<file path="src/sv/pas_pkg.sv">
`timescale 1ns / 1ps
// Shared constants, codes and the CORDIC arctangent table for the motion sequencer.
// No dependencies; every other file imports this package.
package pas_pkg;

	// Item kinds carried in tuser
	localparam logic [1:0] FUNC_POSE = 2'd0;
	localparam logic [1:0] FUNC_GOAL = 2'd1;
	localparam logic [1:0] FUNC_TICK = 2'd2;

	// Motion phase codes
	localparam logic [1:0] PH_IDLE  = 2'd0;
	localparam logic [1:0] PH_TURN  = 2'd1;
	localparam logic [1:0] PH_DRIVE = 2'd2;

	// Configuration register indexes
	localparam logic CFG_TURN_STEP  = 1'b0;
	localparam logic CFG_DRIVE_STEP = 1'b1;

	// Angle constants, Q3.13 and CORDIC accumulator scale (30 fraction bits)
	localparam logic signed [16:0] ANG_PI       = 17'sd25736;
	localparam logic signed [16:0] ANG_TWO_PI   = 17'sd51472;
	localparam logic signed [35:0] HALF_PI_Z    = 36'sd1686629713;

	// CORDIC datapath widths
	localparam int CW = 40;   // x / y width
	localparam int ZW = 36;   // angle accumulator width
	localparam int IN_W = 36; // vector input width

	// Square root: 33 digit steps over a 66-bit radicand
	localparam int SQRT_STEPS = 33;

	// Arctangent of 2^-i scaled by 2^30
	function automatic logic [29:0] atan_entry(input logic [4:0] idx);
		logic [29:0] v;
		case (idx)
			5'd0:  v = 30'd843314857;
			5'd1:  v = 30'd497837829;
			5'd2:  v = 30'd263043837;
			5'd3:  v = 30'd133525159;
			5'd4:  v = 30'd67021687;
			5'd5:  v = 30'd33543516;
			5'd6:  v = 30'd16775851;
			5'd7:  v = 30'd8388437;
			5'd8:  v = 30'd4194283;
			5'd9:  v = 30'd2097149;
			5'd10: v = 30'd1048576;
			5'd11: v = 30'd524288;
			5'd12: v = 30'd262144;
			5'd13: v = 30'd131072;
			5'd14: v = 30'd65536;
			5'd15: v = 30'd32768;
			5'd16: v = 30'd16384;
			5'd17: v = 30'd8192;
			5'd18: v = 30'd4096;
			5'd19: v = 30'd2048;
			5'd20: v = 30'd1024;
			5'd21: v = 30'd512;
			5'd22: v = 30'd256;
			5'd23: v = 30'd128;
			5'd24: v = 30'd64;
			5'd25: v = 30'd32;
			5'd26: v = 30'd16;
			5'd27: v = 30'd8;
			5'd28: v = 30'd4;
			5'd29: v = 30'd2;
			5'd30: v = 30'd1;
			default: v = 30'd0;
		endcase
		return v;
	endfunction

endpackage

</file>
<file path="src/sv/pas_isqrt.sv">
`timescale 1ns / 1ps
// Digit-by-digit integer square root, floor(sqrt(v)) of a 66-bit value, 2 bits per cycle.
// Depends on pas_pkg.
module pas_isqrt (
	input  logic        clk,
	input  logic        arst_n,
	input  logic        start,
	input  logic [65:0] radicand,
	output logic        done,
	output logic [32:0] root
);
	import pas_pkg::*;

	logic        busy_q;
	logic        done_q;
	logic [5:0]  cnt_q;
	logic [65:0] val_q;
	logic [33:0] rem_q;
	logic [32:0] root_q;

	logic [35:0] rem2, trial;

	// Bring down two bits and try the next root digit
	assign rem2  = {rem_q, val_q[65:64]};
	assign trial = {1'b0, root_q, 2'b01};

	always_ff @(posedge clk or negedge arst_n) begin
		if (!arst_n) begin
			busy_q <= 1'b0;
			done_q <= 1'b0;
			cnt_q  <= '0;
		end else begin
			// pulse done with the last digit
			done_q <= busy_q && !start && (cnt_q == 6'(SQRT_STEPS - 1));
			if (start) begin
				busy_q <= 1'b1;
				cnt_q  <= '0;
				val_q  <= radicand;
				rem_q  <= '0;
				root_q <= '0;
			end else if (busy_q) begin
				val_q <= val_q << 2;
				if (rem2 >= trial) begin
					rem_q  <= 34'(rem2 - trial);
					root_q <= {root_q[31:0], 1'b1};
				end else begin
					rem_q  <= rem2[33:0];
					root_q <= {root_q[31:0], 1'b0};
				end
				cnt_q <= cnt_q + 1'b1;
				if (cnt_q == 6'(SQRT_STEPS - 1))
					busy_q <= 1'b0;
			end
		end
	end

	assign done = done_q;
	assign root = root_q;

endmodule

</file>
<file path="config.mk">
export PLATFORM = sky130hd
export DESIGN_NAME = pas_isqrt
export DESIGN_NICKNAME = d
export VERILOG_FILES = /design/src/sv/pas_pkg.sv /design/src/sv/pas_isqrt.sv
export SDC_FILE = /design/constraint.sdc
export NUM_CORES = 1
export LEC_CHECK = 0
export BUFFER_PORTS_ARGS = -buffer_cell sky130_fd_sc_hd__buf_4
export CORE_MARGIN = 2
export CORE_UTILIZATION = 29
export DETAILED_ROUTE_END_ITERATION = 6
export PLACE_DENSITY = 0.56
export SKIP_LAST_GASP = 1
export SYNTH_ARGS = -nofsm -noshare
export SYNTH_HDL_FRONTEND = slang
export SYNTH_SLANG_ARGS = --single-unit
</file>
<file path="constraint.sdc">
create_clock -name clk -period 5.9 [get_ports clk]
set_input_delay 0.59 -clock clk [delete_from_list [all_inputs] [get_ports clk]]
set_output_delay 0.59 -clock clk [all_outputs]
set_load 0.02 [all_outputs]
</file>
* After elaboration in Yosys (flattened, before gate mapping) *
Cells that the tools add are included.

word-level totals
  register bits = 141
  bits of input ports = 69
  output and inout port bits = 34

cells by class
  add/subtract/negate cells = 2
  $lt $le $gt $ge = 1
  equal/unequal tests = 1
  multiplexer cells = 11
  reduce and logical (&&, ||, !) cells = 5

operator list
  kind                 number
  $mux 66              2
  $mux 34              2
  $ge 36x35->1         1
  $sub 34x34->34       1
  $mux 33              1
  $mux 6               2
  $add 6x1->6 const B  1
  $eq 6x6->1 const B   1
  $mux 1               4
  $logic_and 1x1->1    2
  $reduce_and 2->1     1
  $reduce_bool 2->1    1
  $logic_not 1->1      1

* Depth between registers and ports, before layout *
  depth after elaboration = 4
  depth in mapped cells = 13

* Worst setup path before layout *
OpenSTA, ideal clock, no wires.

  kind = input-to-reg
  start = input port start
  end = register val_q[0] (enable)
  arrival time = 4023 ps
  required time = 5403 ps
  slack = 1380 ps
  stages on the path = 4
  path buffers = 2
  path through = clkbuf_1 clkbuf_8 nor2_1 nor2b_1

between the ends
  longest elaborated chain between the ends = 2

ends and longest elaborated chain
  element                             RTL line         RTL
  start, declared                     pas_isqrt.sv:7   input logic start,
  $reduce_bool 2->1 (no source line)  n/a
  $reduce_and 2->1 (no source line)   n/a
  end signal, assigned                pas_isqrt.sv:38  val_q <= radicand;
  end signal, assigned                pas_isqrt.sv:42  val_q <= val_q << 2;
  end, declared                       pas_isqrt.sv:17  logic [65:0] val_q;

No other way between the ends.
A chain may end at the register's enable or synchronous reset.

* Final worst setup path *
  start = register root_q[27], in the netlist root[27]
  end = register rem_q[1] (data pin)

between the ends
  longest elaborated chain between the ends = 3

ends and longest elaborated chain
  element                 RTL line         RTL
  start, declared         pas_isqrt.sv:19  logic [32:0] root_q;
  start signal, assigned  pas_isqrt.sv:45  root_q <= {root_q[31:0], 1'b1};
  start signal, assigned  pas_isqrt.sv:48  root_q <= {root_q[31:0], 1'b0};
  $ge 36x35->1            pas_isqrt.sv:43  if (rem2 >= trial) begin
  $mux 34                 pas_isqrt.sv:43
  $mux 34                 pas_isqrt.sv:41  end else if (busy_q) begin
  end signal, assigned    pas_isqrt.sv:44  rem_q <= 34'(rem2 - trial);
  end signal, assigned    pas_isqrt.sv:47  rem_q <= rem2[33:0];
  end, declared           pas_isqrt.sv:18  logic [33:0] rem_q;

No other way between the ends.

==> results.md <==
Synthesis:
- The mux contribution to synthesized area is 0.1242.
- The share of synthesized area occupied by flip-flops and latches is 0.4864.
- The Yosys step of the flow raised 0 warnings.
- The netlist area before placement is approximately 8600 sq um.
- By area, the combinational part of the netlist is dominated by compound AO/OA/AOI/OAI gates.
- Of all flip-flops after synthesis, the portion carrying an async set or reset was 0.05674.
- Among all flip-flop cells after synthesis, the most frequent one is sky130_fd_sc_hd__edfxtp_1.
- The mean area per synthesized cell is 11.08 sq um.
- The area share of and/or/nand/nor cells after synthesis is 0.1213.
- The count of mapped cells out of synthesis is approximately 780.
- In this run, synthesis inferred between 100 and 150 flip-flops with an integrated enable.
- The arithmetic-cell share of the synthesized area counting full adders, half adders and majority gates is 0.05369.
- The area fraction in compound gates after synthesis is 0.1348.
- Synthesis instantiated between 70 and 80 different standard cells from the library.
- The synthesized design contains about 140 register bits.
- The area share of xor/xnor cells in the synthesized design is 0.02641.
- Counting every net in the synthesized netlist gives between 800 and 900.

Setup path:
- The cell that appears most often on the critical path is sky130_fd_sc_hd__a21oi_1.
- The slowest stage of the critical path belongs to the cell sky130_fd_sc_hd__nand2_1.
- The signal arrival time at the worst endpoint is 3.93 ns.
- The delay contributed by the slowest stage of the critical path is about 0.8 ns.
- The worst path buffer plus inverter count is 1.
- The startpoint of the most critical setup path is root[27]$_SDFFCE_PP0P_.
- In this design, the largest share of critical-path delay is due to compound AO/OA/AOI/OAI gates.
- The type of the setup path with the least slack is register to register.
- Data on the critical path is required at its endpoint by around 6.2 ns.
- Walking the worst path, the cells encountered are inv_1 -> ha_1 -> a21oi_1 -> o21bai_1 -> a21oi_1 -> nor2_1 -> a2111oi_2 -> nand2_1 -> and2_0 -> o32ai_1.
- STA classifies the critical path endpoint as a register.
- In this run the critical register-to-register path is launched from root[27]$_SDFFCE_PP0P_.
- STA classifies the critical path startpoint as a register.
- Of all nets on the critical path, the largest fanout is 29.

Power:
- Summed over all cells, the static leakage comes to between 4 and 5 nW.
- The portion of total power attributed to combinational logic is 0.275.
- The switching share of total power is 0.3300.
- The analysis attributes to net switching a power of around 1.1 mW.
- For this design the ratio of total power to cell area is about 320 nW/um^2.
- The internal power of the cells totals approximately 2.2 mW.
- The worst-case vdd ir drop is ~0.16 mV.
- The clock network fraction of design power is 0.330.
- The share of total power dissipated in sequential elements is 0.395.

Route:
- The via total after detailed routing is 6,196.
- The per-cell routed wire length is ~16 um.
- The routed design has 19.98 mm of wire.
- The first-pass detailed-route iteration total is 5.
- In this run the remaining antenna-violating nets after routing total 0.
- After detailed routing, the number of vias per cell comes to between 4 and 5.
- In this run, the number of DRC markers left after iteration 0 of detailed routing was about 470.
- For this run, design rule violations remaining after detail routing come to 0.

Finish:
- The area of the multi-input gates is about 4000 sq um.
- In the final layout, the share of cells above drive strength 1 is 0.2577.
- Across the whole layout, storage elements account for 4198 sq um.
- The most common cell after layout, fill and taps aside is sky130_fd_sc_hd__edfxtp_1.
- The top cell types in the final layout, fill and taps aside, are sky130_fd_sc_hd__edfxtp_1, sky130_fd_sc_hd__buf_4, sky130_fd_sc_hd__nor2_1, sky130_fd_sc_hd__nand2_1, sky130_fd_sc_hd__mux2_2.
- Counting the fill cells in the layout gives approximately 3,000.
- After the flow finishes, the layout carries non-filler instances totaling between 1,000 and 1,500.
- After the last flow step, the layout net total stands at ~970.
- The post-synthesis to final-layout area growth is 18.42%.

STA:
- The accumulated negative setup slack is 0 ns.
- Setup violations remaining at the end of the flow were counted as 0.
- Setup repair after global routing left no endpoint under its margin.
- The relative max-transition margin is 0.2741.
- The count of final max-slew check failures is 0.
- The number of endpoints with negative hold slack in the final report is 0.
- The highest attainable clock frequency is around 270 MHz.
- Of the available clock period, the critical path in the final layout requires 0.6245.
- The clock skew after layout is roughly 0.012 ns.
- The transition time at the pin with the least slew margin is ~1.1 ns.
- The worst path needs 3.684 ns of the cycle, external delays included.

Placed design:
- The number of placed cells counting well taps is ~1,200.
- Port buffering added slightly above 100 buffers.
- The half-perimeter wire length after detailed placement is 13.34 mm.
- The placer congestion estimate is slightly below 0.8.

Floorplan:
- around 100 I/O pins were placed.
- The initial utilization of the core area, before any placement, comes to 0.2925.
- The die height is roughly 180 um.
- The floorplan has 63 rows.
- The die width is ~180 um.
- In this run the standard cell core region covers between 20,000 and 30,000 sq um.
- The die outline area is between 30,000 and 40,000 sq um.

Global routing:
- For this run, the total global-route usage over all layers was measured as 0.1305.
- The number of global-route vias before repair is about 6,300.
- The initial antenna violation count was 0.
- The wire length of the first global-routing pass is 32.57 mm.
- Entering global routing, the biggest net connects between 80 and 90 pins.
- After global routing the overflow that remains totals 0.

Clock tree:
- The count of cells resized by post-cts repair is 0.
- In this run, CTS created clock tree buffers numbering 17.
- The post-CTS setup repair buffer count is 0.
- Counting every sink on the clock net gives 141.
- TritonCTS built the clock tree.
- After clock tree synthesis, the flow added hold-fix buffers numbering 0.
- After clock tree synthesis, the clock-pin slew on the worst setup and hold paths is around 0.070 ns.
- The maximum clock insertion buffer count is 2.
- The maximum level of the CTS H-tree is 4.
- The root buffer cell chosen for the clock tree is sky130_fd_sc_hd__clkbuf_16.
- For the worst-skew pair, the clock arrives at the later sink with an insertion delay of between 0.4 and 0.5 ns.

Run:
- The number of max-capacitance violations reported is 0.

Hold path:
- The class of the tightest hold or removal check is input pin to async pin.

Status:
- The flow ran to the end, and the final reports show no timing, DRC or antenna violations.
area by class of cell:
cell class              instances  share of cell area
flip-flops and latches        141              0.4112
multi-input cells             549              0.3896
repair buffers                106             0.07794
well taps                     390             0.04779
clock buffers                  17             0.04167
inverters                      45             0.01654
clock inverters                15             0.01507
diodes                          1           0.0002451
power by group through the flow:
| stage | registers [mW] | logic (mW) | clock network [mW] |
|---|---|---|---|
| floorplan | 1.30 | 0.684 | 0 |
| global placement | 1.30 | 0.889 | 0 |
| detailed placement | 1.30 | 0.891 | 0 |
| CTS | 1.28 | 0.895 | 1.10 |
| global route | 1.30 | 0.999 | 1.13 |
| finish | 1.28 | 0.891 | 1.07 |
state kept, by name, summed over array words and instances, names as in the netlist:
name and cells:
root 33, done 1, cnt_q 6, busy_q 1
rem_q 34, val_q 66
per-stage QoR:
stage | utilization | area [sq um] | power [mW] | hold WS, ns | setup WS [ns]
global route | 0.3462 | 10210 | 3.422 | 0.1254 | 1.801
floorplan | - | 8622 | 1.986 | 0.2944 | 1.380
CTS | 0.3462 | 10210 | 3.280 | 0.1169 | 2.207
global placement | 0.3266 | 9628 | 2.191 | 0.5301 | 2.382
finish | 0.3463 | 10210 | 3.243 | 0.1341 | 2.216
detailed placement | 0.3266 | 9628 | 2.194 | 0.5339 | 2.233
worst reg2reg max path, stage by stage (launching register included):
cell and delay, ns:
sky130_fd_sc_hd__edfxtp_1 0.39, sky130_fd_sc_hd__inv_1 0.06, sky130_fd_sc_hd__ha_1 0.39, sky130_fd_sc_hd__a21oi_1 0.23
sky130_fd_sc_hd__o21bai_1 0.08, sky130_fd_sc_hd__a21oi_1 0.23, sky130_fd_sc_hd__nor2_1 0.08, sky130_fd_sc_hd__a2111oi_2 0.58
sky130_fd_sc_hd__nand2_1 0.80, sky130_fd_sc_hd__and2_0 0.45, sky130_fd_sc_hd__o32ai_1 0.21
kinds of logic after synthesis:
logic type	after synthesis
mux	99
buf+inv	88
compound gates	156
simple gates	231
xor+xnor	26
fa+ha+maj	37
flops	141
final timing paths:
| check | to | slack, ns | cells past startpoint |
|---|---|---|---|
| max | rem_q[1]$_SDFFCE_PP0P_ | 2.22 | 10 |
| min | busy_q$_DFF_PN0_ | 0.13 | 1 |
| max reg2reg | rem_q[1]$_SDFFCE_PP0P_ | 2.22 | 10 |
| min reg2reg | val_q[49]$_DFFE_PP_ | 0.55 | 1 |
| max in group asynchronous | cnt_q[1]$_DFFE_PN0N_ | 4.84 | 2 |
| min in group clk | val_q[0]$_SDFFCE_PN0P_ | 0.45 | 2 |
synthesized netlist by cell type, types with 4 or more instances:
cell type	number	area, sq um
sky130_fd_sc_hd__and2_1	4	25.02
sky130_fd_sc_hd__clkbuf_8	6	82.58
sky130_fd_sc_hd__o211ai_1	6	45.04
sky130_fd_sc_hd__a21o_1	9	67.56
sky130_fd_sc_hd__o21ai_0	9	45.04
sky130_fd_sc_hd__a21o_2	6	52.55
sky130_fd_sc_hd__nand4_1	7	43.79
sky130_fd_sc_hd__mux2i_1	35	350.3
sky130_fd_sc_hd__clkbuf_1	19	71.32
sky130_fd_sc_hd__ha_1	37	462.9
sky130_fd_sc_hd__mux2_2	64	720.7
sky130_fd_sc_hd__dfrtp_1	8	200.2
sky130_fd_sc_hd__nand2_1	72	270.3
sky130_fd_sc_hd__buf_1	6	22.52
sky130_fd_sc_hd__nor3_1	15	75.07
sky130_fd_sc_hd__xnor2_1	19	166.4
sky130_fd_sc_hd__a211o_1	4	35.03
sky130_fd_sc_hd__o21ai_1	8	40.04
sky130_fd_sc_hd__a211oi_1	9	67.56
sky130_fd_sc_hd__or3_1	5	31.28
sky130_fd_sc_hd__o21a_1	6	45.04
sky130_fd_sc_hd__edfxtp_1	133	3994
sky130_fd_sc_hd__nor2_1	86	322.8
sky130_fd_sc_hd__buf_2	5	25.02
sky130_fd_sc_hd__a311oi_1	23	201.4
sky130_fd_sc_hd__nand3_1	12	60.06
sky130_fd_sc_hd__a21oi_1	34	170.2
sky130_fd_sc_hd__xor2_1	7	61.31
sky130_fd_sc_hd__a31oi_1	8	50.05
sky130_fd_sc_hd__nand2b_1	4	25.02
sky130_fd_sc_hd__buf_6	4	45.04
sky130_fd_sc_hd__and3_1	8	50.05
sky130_fd_sc_hd__inv_1	45	168.9
metal layers:
| layer | track usage | wire, um | vias up |
|---|---|---|---|
| li1 | - | - | 3065 |
| met1 | 0.1678 | 9395 | 2972 |
| met2 | 0.2033 | 8876 | 144 |
| met3 | 0.05491 | 1539 | 15 |
| met4 | 0.03134 | 170 | 0 |
| met5 | 0 | 0 | - |
(Power assumes the default switching activity.)
