$ cat config.mk
export PLATFORM = sky130hd
export DESIGN_NAME = pas_cordic
export DESIGN_NICKNAME = d
export VERILOG_FILES = /design/src/sv/pas_pkg.sv /design/src/sv/pas_cordic.sv
export SDC_FILE = /design/constraint.sdc
export NUM_CORES = 1
export LEC_CHECK = 0
export BUFFER_PORTS_ARGS = -buffer_cell sky130_fd_sc_hd__buf_2
export CORE_UTILIZATION = 27
export CTS_CLUSTER_SIZE = 20
export DETAILED_ROUTE_END_ITERATION = 16
export HOLD_SLACK_MARGIN = 0.08
export PLACE_DENSITY = 0.44
export SLEW_MARGIN = 10
export SYNTH_ARGS = -nofsm -noshare
export SYNTH_HDL_FRONTEND = slang
export SYNTH_SLANG_ARGS = --single-unit
$ cat constraint.sdc
create_clock -name clk -period 10.4 [get_ports clk]
set_input_delay 1.04 -clock clk [delete_from_list [all_inputs] [get_ports clk]]
set_output_delay 1.04 -clock clk [all_outputs]
set_load 0.1 [all_outputs]
$ cat src/sv/pas_pkg.sv
`timescale 1ns / 1ps
// Shared constants, codes and the CORDIC arctangent table for the motion sequencer.
// No dependencies; every other file imports this package.
package pas_pkg;

	// Item kinds carried in tuser
	localparam logic [1:0] FUNC_POSE = 2'd0;
	localparam logic [1:0] FUNC_GOAL = 2'd1;
	localparam logic [1:0] FUNC_TICK = 2'd2;

	// Motion phase codes
	localparam logic [1:0] PH_IDLE  = 2'd0;
	localparam logic [1:0] PH_TURN  = 2'd1;
	localparam logic [1:0] PH_DRIVE = 2'd2;

	// Configuration register indexes
	localparam logic CFG_TURN_STEP  = 1'b0;
	localparam logic CFG_DRIVE_STEP = 1'b1;

	// Angle constants, Q3.13 and CORDIC accumulator scale (30 fraction bits)
	localparam logic signed [16:0] ANG_PI       = 17'sd25736;
	localparam logic signed [16:0] ANG_TWO_PI   = 17'sd51472;
	localparam logic signed [35:0] HALF_PI_Z    = 36'sd1686629713;

	// CORDIC datapath widths
	localparam int CW = 40;   // x / y width
	localparam int ZW = 36;   // angle accumulator width
	localparam int IN_W = 36; // vector input width

	// Square root: 33 digit steps over a 66-bit radicand
	localparam int SQRT_STEPS = 33;

	// Arctangent of 2^-i scaled by 2^30
	function automatic logic [29:0] atan_entry(input logic [4:0] idx);
		logic [29:0] v;
		case (idx)
			5'd0:  v = 30'd843314857;
			5'd1:  v = 30'd497837829;
			5'd2:  v = 30'd263043837;
			5'd3:  v = 30'd133525159;
			5'd4:  v = 30'd67021687;
			5'd5:  v = 30'd33543516;
			5'd6:  v = 30'd16775851;
			5'd7:  v = 30'd8388437;
			5'd8:  v = 30'd4194283;
			5'd9:  v = 30'd2097149;
			5'd10: v = 30'd1048576;
			5'd11: v = 30'd524288;
			5'd12: v = 30'd262144;
			5'd13: v = 30'd131072;
			5'd14: v = 30'd65536;
			5'd15: v = 30'd32768;
			5'd16: v = 30'd16384;
			5'd17: v = 30'd8192;
			5'd18: v = 30'd4096;
			5'd19: v = 30'd2048;
			5'd20: v = 30'd1024;
			5'd21: v = 30'd512;
			5'd22: v = 30'd256;
			5'd23: v = 30'd128;
			5'd24: v = 30'd64;
			5'd25: v = 30'd32;
			5'd26: v = 30'd16;
			5'd27: v = 30'd8;
			5'd28: v = 30'd4;
			5'd29: v = 30'd2;
			5'd30: v = 30'd1;
			default: v = 30'd0;
		endcase
		return v;
	endfunction

endpackage

$ cat src/sv/pas_cordic.sv
`timescale 1ns / 1ps
// Iterative vectoring CORDIC: atan2(y, x) in Q3.13, one micro-rotation per cycle.
// Depends on pas_pkg.
module pas_cordic #(
	parameter int CORDIC_STEPS = 16
) (
	input  logic                               clk,
	input  logic                               arst_n,
	input  logic                               start,
	input  logic signed [pas_pkg::IN_W-1:0]    y_in,
	input  logic signed [pas_pkg::IN_W-1:0]    x_in,
	output logic                               done,
	output logic signed [15:0]                 angle
);
	import pas_pkg::*;

	localparam int IW = (CORDIC_STEPS > 1) ? $clog2(CORDIC_STEPS) : 1;

	typedef enum logic [3:0] {
		C_IDLE = 4'b0001,
		C_NORM = 4'b0010,
		C_ROT  = 4'b0100,
		C_DONE = 4'b1000
	} cordic_state_t;

	cordic_state_t       state_q;
	logic signed [CW-1:0] x_q, y_q;
	logic signed [ZW-1:0] z_q;
	logic [IW-1:0]       iter_q;
	logic                done_q;
	logic signed [15:0]  angle_q;

	logic [CW-1:0]        mag_x, mag_y;
	logic [4:0]           sh;
	logic signed [CW-1:0] dx, dy;
	logic signed [ZW-1:0] atan_z;
	logic signed [ZW-1:0] z_rnd;
	logic signed [18:0]   r;

	// Magnitudes for normalization
	assign mag_x = x_q[CW-1] ? CW'(-x_q) : x_q;
	assign mag_y = y_q[CW-1] ? CW'(-y_q) : y_q;

	// Shared shift-add unit
	assign sh     = 5'(iter_q);
	assign dx     = y_q >>> sh;
	assign dy     = x_q >>> sh;
	assign atan_z = ZW'(atan_entry(sh));

	// Round half up to Q3.13
	assign z_rnd = z_q + ZW'(65536);
	assign r     = 19'(z_rnd >>> 17);

	always_ff @(posedge clk or negedge arst_n) begin
		if (!arst_n) begin
			state_q <= C_IDLE;
			done_q  <= 1'b0;
			iter_q  <= '0;
		end else begin
			// pulse done as the angle is loaded
			done_q <= (state_q == C_DONE);
			case (state_q)
				C_IDLE: begin
					if (start) begin
						x_q    <= CW'(x_in);
						y_q    <= CW'(y_in);
						z_q    <= '0;
						iter_q <= '0;
						// zero vector reads as angle zero
						state_q <= (x_in == '0 && y_in == '0) ? C_DONE : C_NORM;
					end
				end
				C_NORM: begin
					if (mag_x < (CW'(1) << 27) && mag_y < (CW'(1) << 27)) begin
						x_q <= x_q <<< 8;
						y_q <= y_q <<< 8;
					end else if (mag_x < (CW'(1) << 35) && mag_y < (CW'(1) << 35)) begin
						x_q <= x_q <<< 1;
						y_q <= y_q <<< 1;
					end else begin
						// fold the left half plane by a quarter turn
						if (x_q[CW-1]) begin
							if (!y_q[CW-1]) begin
								x_q <= y_q;
								y_q <= -x_q;
								z_q <= HALF_PI_Z;
							end else begin
								x_q <= -y_q;
								y_q <= x_q;
								z_q <= -HALF_PI_Z;
							end
						end
						state_q <= C_ROT;
					end
				end
				C_ROT: begin
					if (!y_q[CW-1]) begin
						x_q <= x_q + dx;
						y_q <= y_q - dy;
						z_q <= z_q + atan_z;
					end else begin
						x_q <= x_q - dx;
						y_q <= y_q + dy;
						z_q <= z_q - atan_z;
					end
					iter_q <= iter_q + 1'b1;
					if (iter_q == IW'(CORDIC_STEPS - 1))
						state_q <= C_DONE;
				end
				C_DONE: begin
					if (r > 19'(ANG_PI))
						angle_q <= 16'(ANG_PI);
					else if (r < -19'(ANG_PI))
						angle_q <= -16'(ANG_PI);
					else
						angle_q <= 16'(r);
					state_q <= C_IDLE;
				end
				default: state_q <= C_IDLE;
			endcase
		end
	end

	assign done  = done_q;
	assign angle = angle_q;

endmodule

# == Word-level counts from Yosys, hierarchy flattened ==
# Memories as Yosys holds them, arrays and structs flattened.
# Cells that the tools add are included.
# totals
regBits,141
romBits,960
inputBits,75
n_memories,1
# op_classes
n_addsub,10
magnitude_cmp,6
eq_ne,11
n_shift,2
mux,31
n_reduce_logical,14
# mem_list
name,depth,word_bits,read_ports,rd_ports_with_merged_regs,write_ports,line,source
(no name shown),32,30,1,0,0,pas_pkg.sv:36,case (idx)
# ops
cell,n
40-bit two-way mux,13
40-bit case mux with 3 select lines,2
36-bit two-way mux,6
36-bit case mux with 3 select lines,1
40-bit adder,2
40-bit by 28-bit < comparator with 1-bit output (second input constant),2
40-bit by 36-bit < comparator with 1-bit output (second input constant),2
40-bit negation,2
40-bit by 4-bit >>> shifter with 40-bit output,2
40-bit subtractor,2
36-bit logical NOT,2
36-bit by 18-bit adder with 36-bit output (second input constant),1
36-bit by 31-bit adder with 36-bit output,1
36-bit by 31-bit subtractor with 36-bit output,1
4-bit two-way mux,6
19-bit by 16-bit > comparator with 1-bit output (second input constant),1
19-bit by 16-bit < comparator with 1-bit output (second input constant),1
16-bit two-way mux,1
4-bit case mux with 3 select lines,1
2-bit inequality test (second input constant),5
4-bit equality test (second input constant),2
4-bit case mux with 2 select lines,1
4-bit AND reduction,2
6-bit AND reduction,1
11 further kinds,14

# == Logic depth before layout (Yosys ltp) ==
# logic_depth
depth_word,7
mapped_depth,32
mapped_depth_nobuf,24

# == Worst setup path after synthesis ==
# Ideal clock, no wire load.
# synth_timing
path_type,register -> register
start,register x_q[12]
end,"register x_q[0], enable pin"
setup_time_ns,0.637
t_arrival_ns,9.213
t_required_ns,9.763
path_slack_ns,0.550
path_stages_with_launch,15
period_less_slack_ns,9.850
cell_sequence,edfxtp_1 > buf_2 > or4_4 > or4_1 > buf_2 > or3_4 > or4_1 > buf_2 > o31a_1 > nand2_1 > and3_1 > buf_4 > buf_2 > nor2_1 > a21boi_0
# synth_via
elab_chain_cells,6
elab_cells_between_ends,8
classes_between,add/sub: 1; order compare: 2; eq/ne: 1; mux: 1; reduce/logical: 3
# synth_rtl
item,line,source
"start, declared",pas_cordic.sv:27,"logic signed [CW-1:0] x_q, y_q;"
"start signal, assigned",pas_cordic.sv:65,x_q <= CW'(x_in);
"start signal, assigned",pas_cordic.sv:75,x_q <= x_q <<< 8;
"start signal, assigned",pas_cordic.sv:78,x_q <= x_q <<< 1;
40-bit negation,pas_cordic.sv:41,assign mag_x = x_q[CW-1] ? CW'(-x_q) : x_q;
40-bit two-way mux (*),pas_cordic.sv:41,
40-bit by 28-bit < comparator with 1-bit output / 40-bit by 36-bit < comparator with 1-bit output (equally long branches),"pas_cordic.sv:74, pas_cordic.sv:77",
1-bit logical AND (on tied branches),"pas_cordic.sv:74, pas_cordic.sv:77",
4-bit inequality test (no line) (*),n/a,
4-bit AND reduction (no line) (*),n/a,
# Mark *: on every way between the ends. The rest lies on a longest branch, timed or not.
# A chain may end at the register's enable or synchronous reset.

# == Worst setup path in the final report ==
# layout_timing
start,register iter_q[3]
end,"register x_q[39], data pin"
# layout_via
elab_chain_cells,4
elab_cells_between_ends,5
classes_between,add/sub: 2; shift: 1; mux: 2
# layout_rtl
item,line,source
"start, declared",pas_cordic.sv:29,logic [IW-1:0] iter_q;
"start signal, assigned",pas_cordic.sv:106,iter_q <= iter_q + 1'b1;
40-bit by 4-bit >>> shifter with 40-bit output (*),pas_cordic.sv:46,assign dx = y_q >>> sh;
40-bit adder / 40-bit subtractor (equally long branches),"pas_cordic.sv:98, pas_cordic.sv:102",
40-bit two-way mux (*),pas_cordic.sv:97,if (!y_q[CW-1]) begin
40-bit case mux with 3 select lines (*),pas_cordic.sv:62,case (state_q)
"end signal, assigned",pas_cordic.sv:65,
"end signal, assigned",pas_cordic.sv:98,x_q <= x_q + dx;
"end signal, assigned",pas_cordic.sv:102,x_q <= x_q - dx;
# Marks and branches as above.

==> results.json <==
{
  "outcome": "finished clean",
  "synth_compound_area_frac": 0.274,
  "regToRegStartpoint": "iter_q[3]$_DFFE_PN0P_",
  "avgSynthCellArea_um2": 7.99,
  "num-nets-final": 3132,
  "cts_setup_buffers": 0,
  "critPathMaxFanout": 55,
  "critPathArrivalTime_ns": 7.53,
  "p_seq_frac": 0.148,
  "finalPower_w": 0.00927,
  "maxSlewViolCount": 0,
  "ctsHoldBuffers": 0,
  "switching_share": 0.548,
  "ir_worst_vdd_mv": 0.161,
  "cts_buffers": 17,
  "dieWidth_um": 300,
  "cap_violations": 0,
  "finalClockSkew_ns": 0.0204,
  "yosys_most_used_dff": "edfxtp_1",
  "hp-class": "primary input to asynchronous set/reset pin",
  "multiInputGateArea_mm2": 0.0185,
  "core_mm2": 0.0882,
  "clockRootBuffer": "clkbuf_16",
  "grt_pass1_vias": 23000,
  "viasPerCell": 5.87,
  "syn_area_mm2": 0.0240,
  "synthXorXnorAreaFrac": 0.0996,
  "dpl.cell_count": 4067,
  "synth.distinct_cells": 89,
  "clockBufferDepth": 2,
  "p_per_area_mw_per_mm2": 357,
  "die_area_mm2": 0.0901,
  "synth-seq-cells": 141,
  "overflow": 0,
  "clkPwrFrac": 0.073,
  "portBuffers": 91,
  "grt_max_degree": 130,
  "htree_levels": 4,
  "yosys.area_share.simple": 0.177,
  "antenna_found_initial": 1,
  "ys_warn_count": 0,
  "synthArstFlopShare": 0.0638,
  "synth-edff-count": 132,
  "crit_chain": "clkinv_1, mux2i_1, a222oi_1, nand2_1, o21ai_0, ha_1, o21ai_0, a211oi_1, nand2_1, nor3_1, and2_1, a31oi_1, xnor2_1, ha_1, and3_1, and2_1, a221oi_1, nor2_1, a31o_2, a41o_1, o21ai_0, o21ai_0, xnor2_1, o221ai_1",
  "synthMuxAreaShare": 0.145,
  "hold_viol_final": 0,
  "cpPeakStageDelay_ns": 0.87,
  "cp_common_cell": "o21ai_0",
  "rows": 109,
  "fillers": 9555,
  "p_int_w": 0.00419,
  "critPathTopFamily": "compound AO/OA/AOI/OAI gates",
  "period_share": 0.701,
  "remaining_drc_errors": 0,
  "drt-total-wl_um": 103000,
  "worst_setup_path_start_kind": "flop",
  "vias": 24100,
  "power.switching_w": 0.00508,
  "cp_slowest_cell": "dfrtp_4",
  "wl_per_cell_um": 25.1,
  "end_kind": "flop",
  "drt_iter0_drc": 2114,
  "cts.sinks": 141,
  "cp_data_required_time_ns": 10.64,
  "max_freq_ghz": 0.137,
  "start_util": 0.272,
  "die-height_um": 300,
  "final_util": 0.294,
  "syn_to_final_growth_pct": 8.07,
  "seq_area_frac_synth": 0.174,
  "pwr-share-comb": 0.779,
  "antennaDiodeCount": 0,
  "leakagePower_nw": 9.40,
  "grt_first_pass_wirelength_um": 153000,
  "r2r_slack_ns": 3.11,
  "track_usage": 0.225,
  "whs_ns": 0.398,
  "clkLatencyLatePin_ns": 0.52,
  "synth_top_family_by_area": "compound AO/OA/AOI/OAI gates",
  "dp_hpwl_um": 76400,
  "worstMarginPinSlew_ns": 1.07,
  "final_cell_count_no_fill": 4099,
  "r2r-end": "x_q[39]$_DFFE_PP_",
  "tns_ns": 0,
  "synthAdderAreaFrac": 0.0718,
  "crit_type": "flop to flop",
  "tritoncts": "built",
  "synthesis.instances": 3007,
  "clk_pin_slew_ns": 0.08,
  "rsz0062_at_grt": "no",
  "gp_congestion": 0.931,
  "cts_resized": 0,
  "layout-drive-gt1-share": 0.127,
  "dr.pass1.iters": 5,
  "regArea_mm2": 0.00421,
  "final-setup-viol-count": 0,
  "worst-path-buf-inv": 1,
  "max-slew-margin-rel": 0.286,
  "io_pins": 92,
  "ff2ff_path_depth": 24,
  "ant_nets": 0,
  "min_period_ns": 7.29,
  "syn-num-nets": 3218
}
==> worst reg2reg max path: cells and delay by family, from the launching register on <==
family	cells	cell delay [ns]
AOI/OAI and AO/OA	11	2.82
and+or+nand+nor	7	1.46
DFF	1	0.87
buffers and inverters	1	0.63
adders and majority gates	2	0.62
xor gates and xnor gates	2	0.33
muxes	1	0.28
==> cell type report <==
| type | count | share of cell area |
|---|---|---|
| clock buffer | 17 | 0.0164 |
| clock inverter | 15 | 0.00660 |
| inverter | 75 | 0.0108 |
| multi-input combinational | 2536 | 0.712 |
| sequential | 141 | 0.162 |
| tap | 1165 | 0.0562 |
| timing repair buffer | 150 | 0.0356 |
==> Yosys cell counts (all sizes together) (52+ instances only) <==
| cell | instances | area share |
|---|---|---|
| inv | 73 | 0.011 |
| xnor2 | 150 | 0.055 |
| a21oi | 273 | 0.057 |
| nand2 | 229 | 0.036 |
| edfxtp | 132 | 0.17 |
| buf | 89 | 0.020 |
| mux2i | 128 | 0.053 |
| nor2 | 229 | 0.036 |
| a21o | 59 | 0.018 |
| o21a | 52 | 0.016 |
| xor2 | 123 | 0.045 |
| nor3 | 74 | 0.016 |
| nand3 | 54 | 0.011 |
| clkbuf | 166 | 0.026 |
| o21ai | 243 | 0.051 |
| ha | 133 | 0.069 |
| mux4 | 77 | 0.072 |
==> per-layer routing <==
layer | track usage | part of all wire | vias to the layer above
li1 | - | - | 11200
met1 | 0.288 | 0.43 | 11800
met2 | 0.371 | 0.47 | 891
met3 | 0.0318 | 0.054 | 173
met4 | 0.106 | 0.044 | 2
met5 | 0 | 0.000087 | -
==> stage by stage <==
step	setup slack (ns)	cell area, um2
3_5_place_dp	3.24	25400
5_1_grt	2.68	26000
4_1_cts	3.22	26000
2_1_floorplan	0.550	24000
3_3_place_gp	3.23	25400
6_report	3.11	26000
==> cells in the final DEF, fill, tap and decap left out, drive strengths merged, types with 13 or more instances in the layout <==
cell type,n
a21oi,273
o21ai,243
nand2,229
nor2,229
xnor2,150
buf,150
ha,133
edfxtp,132
mux2i,128
xor2,123
inv,84
mux4,77
nor3,74
a21o,59
nand3,54
o21a,52
nor4,47
a31oi,45
mux2,42
a221o,41
nor2b,37
a22oi,36
o31ai,32
o211ai,28
nand2b,27
and2,25
or2,25
a211oi,25
o22ai,24
or3,24
nand4,22
and3,21
clkbuf,17
or4,14
o21bai,13
==> registers in the layout, summed over array words and instances (netlist names) <==
| register | count |
|---|---|
| x_q | 40 |
| z_q | 36 |
| state_q | 4 |
| y_q | 40 |
| done | 1 |
| iter_q | 4 |
| angle | 16 |
==> power by group through the flow <==
stage	Sequential, W	Clock, W	Combinational (W)
5_1_grt	0.00138	0.000715	0.00791
2_1_floorplan	0.00102	0	0.00560
3_3_place_gp	0.00137	0	0.00718
3_5_place_dp	0.00136	0	0.00711
4_1_cts	0.00135	0.000703	0.00716
6_report	0.00137	0.000681	0.00722
==> how the worst max path moves through the flow <==
stage	start	to	slack, ns	depth (start not counted)
after floorplan	x_q[12]$_DFFE_PP_	x_q[0]$_DFFE_PP_	0.55	14
after global placement	iter_q[3]$_DFFE_PN0P_	x_q[39]$_DFFE_PP_	3.23	24
after detailed placement	iter_q[3]$_DFFE_PN0P_	x_q[39]$_DFFE_PP_	3.24	24
after CTS	iter_q[3]$_DFFE_PN0P_	x_q[39]$_DFFE_PP_	3.22	24
after global routing	iter_q[3]$_DFFE_PN0P_	x_q[39]$_DFFE_PP_	2.68	24
final	iter_q[3]$_DFFE_PN0P_	x_q[39]$_DFFE_PP_	3.11	24
==> kinds of logic after synthesis <==
group / Yosys count
AOI/OAI and AO/OA: 1016
and+or+nand+nor: 864
buffers and inverters: 330
xor gates and xnor gates: 273
muxes: 247
DFF: 141
adders and majority gates: 136
Power figures use the tool's default switching activity.
